**src/hw/rtl/ilid_pkg.sv**
```systemverilog
package ilid_pkg;

	localparam int CAPACITY = 128;
	localparam int POS_W    = 8;
	localparam int DATA_W   = 32;
	localparam int MODE_W   = 2;
	localparam int STAT_W   = 2;
	localparam int GRP_SIZE = 8;
	localparam int GROUPS   = CAPACITY / GRP_SIZE;

	typedef logic signed [DATA_W-1:0] word_t;

	typedef enum logic [MODE_W-1:0] {
		MODE_READ   = 2'd0,
		MODE_INSERT = 2'd1,
		MODE_DELETE = 2'd2,
		MODE_NONE   = 2'd3
	} mode_t;

	typedef enum logic [STAT_W-1:0] {
		STAT_OK    = 2'd0,
		STAT_FULL  = 2'd1,
		STAT_RANGE = 2'd2,
		STAT_EMPTY = 2'd3
	} stat_t;

	typedef enum logic [1:0] {
		ST_IDLE,
		ST_GATHER,
		ST_OUT
	} state_t;

	// broadcast to every cell in the accept cycle
	typedef struct packed {
		logic             ins_en;
		logic             del_en;
		logic             rd_en;
		logic [POS_W-1:0] pos;
		word_t            value;
	} ilid_ctrl_t;

endpackage

```
**src/hw/rtl/ilid_cell.sv**
```systemverilog
module ilid_cell (
	input  logic                   clk,
	input  ilid_pkg::ilid_ctrl_t   ctrl,
	input  logic [ilid_pkg::POS_W-1:0] cell_idx,
	input  ilid_pkg::word_t        left_value,
	input  ilid_pkg::word_t        right_value,
	output ilid_pkg::word_t        value,
	output ilid_pkg::word_t        rd_word
);
	import ilid_pkg::*;

	word_t value_q;
	logic  at_pos;
	logic  past_pos;

	assign at_pos   = (cell_idx == ctrl.pos);
	assign past_pos = (cell_idx > ctrl.pos);

	// insert: cells past the index take the left neighbor; delete: cells at
	// or past the index take the right neighbor
	always_ff @(posedge clk) begin
		if (ctrl.ins_en && at_pos) begin
			value_q <= ctrl.value;
		end else if (ctrl.ins_en && past_pos) begin
			value_q <= left_value;
		end else if (ctrl.del_en && (at_pos || past_pos)) begin
			value_q <= right_value;
		end
	end

	assign value   = value_q;
	assign rd_word = (ctrl.rd_en && at_pos) ? value_q : '0;

endmodule

```
**config.mk**
```make
export PLATFORM = sky130hd
export DESIGN_NAME = ilid_cell
export DESIGN_NICKNAME = d
export VERILOG_FILES = /design/src/hw/rtl/ilid_pkg.sv /design/src/hw/rtl/ilid_cell.sv
export SDC_FILE = /design/constraint.sdc
export NUM_CORES = 1
export LEC_CHECK = 0
export ABC_AREA = 1
export CORE_ASPECT_RATIO = 1.75
export CORE_MARGIN = 8
export CORE_UTILIZATION = 69
export CTS_CLUSTER_DIAMETER = 150
export DETAILED_ROUTE_END_ITERATION = 8
export DONT_BUFFER_PORTS = 1
export GPL_TIMING_DRIVEN = 0
export PLACE_DENSITY_LB_ADDON = 0.1
export SETUP_SLACK_MARGIN = 0.5
export SLEW_MARGIN = 20
export SYNTH_ARGS = -nofsm -noshare
export SYNTH_HDL_FRONTEND = slang
export SYNTH_SLANG_ARGS = --single-unit
```
**constraint.sdc**
```tcl
create_clock -name clk -period 4.19 [get_ports clk]
set_input_delay 0.6285 -clock clk [delete_from_list [all_inputs] [get_ports clk]]
set_output_delay 0.6285 -clock clk [all_outputs]
set_load 0.03 [all_outputs]
```
==> summary.txt, run 1 <==
Placed design
  • HPWL after detailed placement: 6040 um
  • DP Cell Count: 433
  • Port bufs: 0
  • Setup WS pre-CTS: 1370 ps
  • GPL Wtd Cong: 0.881

Finish
  • Commonest non-fill, non-tap cell in the layout: inv_1
  • Commonest non-fill, non-tap cells in the layout: 107 x inv_1, 73 x nand2_1, 34 x nand3_1
  • Final Util: 0.740
  • Final #Nets: around 500
  • Fillers: about 350
  • Post-Layout Cell Count: 440
  • Max reg flops: 32
  • Number of diodes: 0
  • Layout area overhead: 4.88%
  • Layout cell share with drive strength beyond 1: 0.253

Drt
  • Via density: roughly 5.3
  • Met3 wire len: 802 um
  • WL met1: 2330 um
  • Wire length on met2: 3800 um
  • Routed len/inst: 16.4 um
  • 1st-iter DRT viols: 80
  • Top routing layer used: met4
  • Vias: 2,349
  • DRT Pass-1 Iters: 4
  • DRC Markers: 0
  • Final WL: 7190 um
  • Remaining antenna violation count: 0

Power
  • Int Pwr: 612 uW
  • Sequential Power Share: 0.568
  • Power Dens Cells: 328 nW/um2
  • Leakage: 0.00175 uW
  • Net switching power: 366 uW
  • Pwr Total: 978 uW
  • Switching Fraction: 0.374
  • Maximum vdd drop: 0.237 mV
  • Combinational power share: 0.203
  • Clk pwr share: 0.228

GRT
  • Pin count of the biggest net entering global routing: 33
  • First-pass GRT wire length: 11,100 um
  • GR Overflow Total: 0
  • Number of global-route vias before repair: 2,355
  • Initial antenna violation count: 0
  • GRT Util Overall: 0.216

STA
  • Fmax: 357 MHz
  • Setup TNS: 0 ps
  • Setup WS post-layout: 1390 ps
  • Final min period: 2800 ps
  • Worst Max-Slew Pin Slew: 677 ps
  • Setup Viol. Count Final: 0
  • Relative slew slack: 0.548
  • Slew Viols, Final: 0
  • RSZ-0062 raised after global routing: false
  • Part of the cycle the worst path needs: 0.669
  • Hold Vio Cnt, Final: 0

Yosys
  • Syn_nets: between 500 and 600
  • Distinct cells, synth: 23
  • Synth Instances: 384
  • Synthesized area: 2850 um2
  • Post-Syn Area per Cell: about 7.4 um2
  • Synth warn: 0
  • Sequential fraction of the synthesis area: 0.338
  • Yosys reg bits: 32

Run
  • Max Cap Violations: 0

Critical path
  • Slowest cell on crit path: nor2_1
  • Crit end category: primary output
  • Maximum fanout along the worst path: 10
  • CP required: about 3600 ps
  • Setup CP Type: input pin to primary output
  • Critical path, cell by cell: inv_1 > ha_1 > nand2_2 > nor2_2 > nand2_4 > inv_4 > nand2_1 > buf_2 > nor2_1
  • Startpoint types: input pin
  • Max stage delay on crit path: 450 ps
  • CP Data Arrival Time: 2170 ps

Min path
  • Hold endpoint: value[2]
  • Hold path depth: 2
  • Hold WC Path Type: input pin to flip-flop
  • HP Start: ctrl[2]

CTS
  • Num CTS Buffers: 5
  • # Post-CTS Setup Buffers: 0
  • Cts repair resizes: 0
  • CTS Buffer Depth: 2
  • CTS tree: done
  • Clock edge transition at the registers on the reported setup and hold paths: 70 ps
  • Post-CTS Hold Fix Bufs: 0
  • CTS root buf: clkbuf_8
  • H-tree depth: 2
  • CTS Sinks: 32

Floorplanning
  • Std-Cell Rows: 31
  • Core Area: 4030 um2
  • Initial Util: 0.705
  • DIE AREA: roughly 6500 um2
  • Die Width: 64.5 um
  • Ports: 180
  • Chip height: 101 um

Run status
  • Run status: complete, no violations
[per-stage QoR]
stage	cell area, um2	hold slack [ps]
after global placement	2910	818
after CTS	2980	527
after global routing	2980	529
after detailed placement	2910	819
after floorplan	2850	814
final	2980	530
[synthesized netlist by cell type]
master / n / area [um2]
a21o_1: 1 / 7.51
a21oi_1: 2 / 10.0
buf_12: 3 / 60.1
buf_2: 6 / 30.0
buf_4: 4 / 30.0
buf_6: 3 / 33.8
clkbuf_4: 2 / 15.0
edfxtp_1: 32 / 961
ha_1: 8 / 100
inv_1: 108 / 405
inv_2: 2 / 7.51
inv_4: 1 / 6.26
nand2_1: 73 / 274
nand2_2: 33 / 206
nand2_4: 2 / 22.5
nand2_8: 1 / 20.0
nand3_1: 34 / 170
nand3_2: 30 / 300
nor2_1: 33 / 124
nor2_2: 2 / 12.5
nor2_4: 2 / 22.5
nor2_8: 1 / 20.0
o22ai_1: 1 / 6.26
[power groups by stage]
stage / clock network, uW / registers, uW / logic [uW]
after global placement: 0 / 564 / 192
after floorplan: 0 / 550 / 170
after detailed placement: 0 / 564 / 200
final: 223 / 556 / 199
after global routing: 236 / 563 / 228
after CTS: 223 / 558 / 201
[area by class of cell]
class | instances | area [um2] | area share
tap | 49 | 61.3 | 0.0205
clock buffer | 6 | 72.6 | 0.0243
sequential | 32 | 961 | 0.322
inverter | 111 | 419 | 0.140
clock inverter | 1 | 5.00 | 0.00168
buffer | 18 | 169 | 0.0566
multi-input combinational | 223 | 1300 | 0.434
[logic make-up after synthesis]
| logic type | count (synthesis) | share of synthesized area |
|---|---|---|
| flip-flops | 32 | 0.338 |
| AO/OA/AOI/OAI | 4 | 0.00836 |
| AND/OR/NAND/NOR | 211 | 0.412 |
| buffers and inverters | 129 | 0.207 |
| adder cells (fa/ha/maj) | 8 | 0.0352 |
[metal layers]
| layer | vias to the layer above | global-route usage |
|---|---|---|
| li1 | 1145 | - |
| met1 | 1049 | 0.204 |
| met2 | 135 | 0.383 |
| met3 | 20 | 0.0869 |
| met4 | 0 | 0.113 |
| met5 | - | 0 |
[worst max-delay path, delay by kind of cell]
family                   cells  cell delay [ps]
AND/OR/NAND/NOR              5              890
adder cells (fa/ha/maj)      1              290
buffers and inverters        3              340
[worst max-delay path by stage]
stage / slack [ps] / endpoint / startpoint / depth (start not counted)
floorplan: 1570 / rd_word[10] / ctrl[35] / 9
global placement: 1260 / value[12] / ctrl[39] / 9
detailed placement: 1370 / rd_word[2] / ctrl[35] / 9
CTS: 1360 / rd_word[2] / ctrl[35] / 9
global route: 1250 / rd_word[10] / ctrl[35] / 9
finish: 1390 / rd_word[2] / ctrl[35] / 9
Power figures use the tool's default switching activity.
==> run 2, diff against run 1 <==
--- a/config.mk
+++ b/config.mk
@@ -8,7 +8,7 @@
 export ABC_AREA = 1
 export CORE_ASPECT_RATIO = 1.75
 export CORE_MARGIN = 8
-export CORE_UTILIZATION = 69
+export CORE_UTILIZATION = 58
 export CTS_CLUSTER_DIAMETER = 150
 export DETAILED_ROUTE_END_ITERATION = 8
 export DONT_BUFFER_PORTS = 1
==> constraint.sdc (replaced) <==
create_clock -name clk -period 2.5 [get_ports clk]
set_input_delay 0.375 -clock clk [delete_from_list [all_inputs] [get_ports clk]]
set_output_delay 0.375 -clock clk [all_outputs]
set_load 0.03 [all_outputs]
==> run 2 against run 1 <==
  * Critical path depth did not move
  * Die area rose by 15%
  * Non-clock buffer count did not move
  * Wire length rose by 4.5%
  * Critical endpoint is now rd_word[28]
  * Sequential power rose by 68%
  * First-iteration DRC count rose by 81%
  * Flip-flop and latch count did not move
  * Sequential share of layout area fell by 4.0 points
  * Core utilization fell by 3.8 points
  * Worst hold slack got worse by 250 ps
  * Global-route usage fell by 2.2 points
  * Critical path type unchanged
  * Clock-buffer cell count did not move
==> summary.txt, run 2 (synthesis gave the netlist of run 1 again) <==
Finish
  • Register area: 961 um2 (unchanged)
  • Layout cell share with drive strength beyond 1: 0.375 (+0.122)
  • Final #Nets: 516 (+0.19%)
  • Fillers: 416 (+20%)
  • Post-Layout Cell Count: 446 (+1.4%)
  • Final Cell Area: 3400 um2 (+14%)
  • Multi-input logic area: 1640 um2 (+27%)
  • Layout area overhead: 19.6%
  • Number of diodes: 0 (unchanged)
  • Max reg flops: 32 (unchanged)
  • Commonest non-fill, non-tap cells in the layout: 102 x inv_1, 72 x nand2_1, 34 x nand3_1
  • Commonest non-fill, non-tap cell in the layout: inv_1

CTS
  • CTS Buffer Depth: 2 (unchanged)
  • # Post-CTS Setup Buffers: 0 (unchanged)
  • H-tree depth: 2 (unchanged)
  • CTS tree: done
  • Num CTS Buffers: 5 (unchanged)
  • Clock edge transition at the registers on the reported setup and hold paths: 60 ps (about the same)
  • Post-CTS Hold Fix Bufs: 0 (unchanged)
  • CTS root buf: clkbuf_8
  • CTS Sinks: 32 (unchanged)

Placed design
  • Port bufs: 0 (unchanged)
  • HPWL after detailed placement: 6160 um (+2.0%)
  • Area post-placement: 3110 um2 (+6.9%)
  • GPL Wtd Cong: 0.839 (-4.8%)
  • DP Cell Count: 438 (+1.2%)
  • Setup WS pre-CTS: 46.9 ps (-1320 ps)

Floorplanning
  • Std-Cell Rows: 34 (+9.7%)
  • Chip height: 109 um (+7.6%)
  • Die Width: 68.9 um (+6.8%)
  • DIE AREA: 7490 um2 (+15%)
  • Initial Util: 0.587 (-0.119)
  • Core Area: 4850 um2 (+20%)
  • Ports: 180 (unchanged)

Drt
  • Vias: 2,352 (+0.13%)
  • DRT Pass-1 Iters: 4 (unchanged)
  • DRC Markers: 0 (unchanged)
  • Routed len/inst: 16.9 um (+3.1%)
  • Final WL: 7520 um (+4.5%)
  • Remaining antenna violation count: 0 (unchanged)
  • Via density: 5.27 (-1.2%)
  • 1st-iter DRT viols: 145 (+81%)

STA
  • Final min period: approximately 1900 ps
  • Setup TNS: 0 ps (unchanged)
  • Fmax: between 500 and 600 MHz
  • Part of the cycle the worst path needs: 0.769
  • Slew Viols, Final: 0 (unchanged)
  • RSZ-0062 raised after global routing: true
  • Hold Vio Cnt, Final: 0 (unchanged)
  • Worst Max-Slew Pin Slew: 376 ps (-301 ps)
  • Setup Viol. Count Final: 0 (unchanged)
  • Setup WS post-layout: 578 ps (-809 ps)
  • Relative slew slack: 0.749 (+0.201)

Critical path
  • CP required: 2120 ps (-1440 ps)
  • Setup CP Type: input pin to primary output
  • Crit end category: primary output
  • CP Data Arrival Time: 1550 ps (-620 ps)
  • Startpoint types: input pin
  • Maximum fanout along the worst path: 10 (unchanged)

GRT
  • Initial antenna violation count: 0 (unchanged)
  • Number of global-route vias before repair: 2,465 (+4.7%)
  • Pin count of the biggest net entering global routing: 17 (-48%)
  • First-pass GRT wire length: 11,300 um (+1.2%)
  • GR Overflow Total: 0 (unchanged)
  • GRT Util Overall: 0.193 (-0.0224)

Min path
  • Hold WC Path Type: input pin to flip-flop

Power
  • Power Dens Cells: 501 nW/um2 (+53%)
  • Leakage: 0.00176 uW (+1.0%)
  • Maximum vdd drop: 0.444 mV (+87%)

Run
  • Max Cap Violations: 0 (unchanged)

Run status
  • Run status: complete, no violations
[run 2: what timing repair did]
item	in CTS	in global routing
resized for setup	40	7
setup endpoints to repair	64	30
cloned	1	0
pin swaps	3	5
[run 2: power breakdown]
group	total (uW)	internal, uW	leakage, uW	switching [uW]
sequential	934	708	0.000307	226
clock	368	189	0.0000410	179
combinational	404	146	0.00142	259
[run 2: cell type report]
cell class | count | share of cell area
plain buffers | 18 | 0.0640
clock inverters | 1 | 0.00147
multi-input cells | 223 | 0.483
clock buffers | 6 | 0.0213
well taps | 54 | 0.0199
repair inverters | 1 | 0.00221
inverters | 111 | 0.126
flip-flops and latches | 32 | 0.282
[run 2: worst paths after layout]
kind / cells after the start / from / to
worst max-delay path: 9 / ctrl[39] / rd_word[28]
worst min-delay path: 2 / ctrl[4] / value[4]
[run 2: critical path, stage by stage]
cell	delay, ps
inv_2	20
ha_4	260
nand2_2	70
nor2_4	140
nand2_4	90
inv_6	110
nand2_8	90
buf_12	170
nor2_4	220
[run 2: routing by layer]
layer,track usage,wire length (um)
met3,0.0648,858
met4,0.0620,131
met5,0,0
met2,0.346,4140
met1,0.200,2390
[run 2: metrics by stage]
step                total power [uW]  hold WS (ps)   util
floorplan                       1240           561      -
global placement                1300           564  0.641
detailed placement              1320           567  0.641
CTS                             1720           277  0.695
global route                    1790           281  0.701
finish                          1710           282  0.701
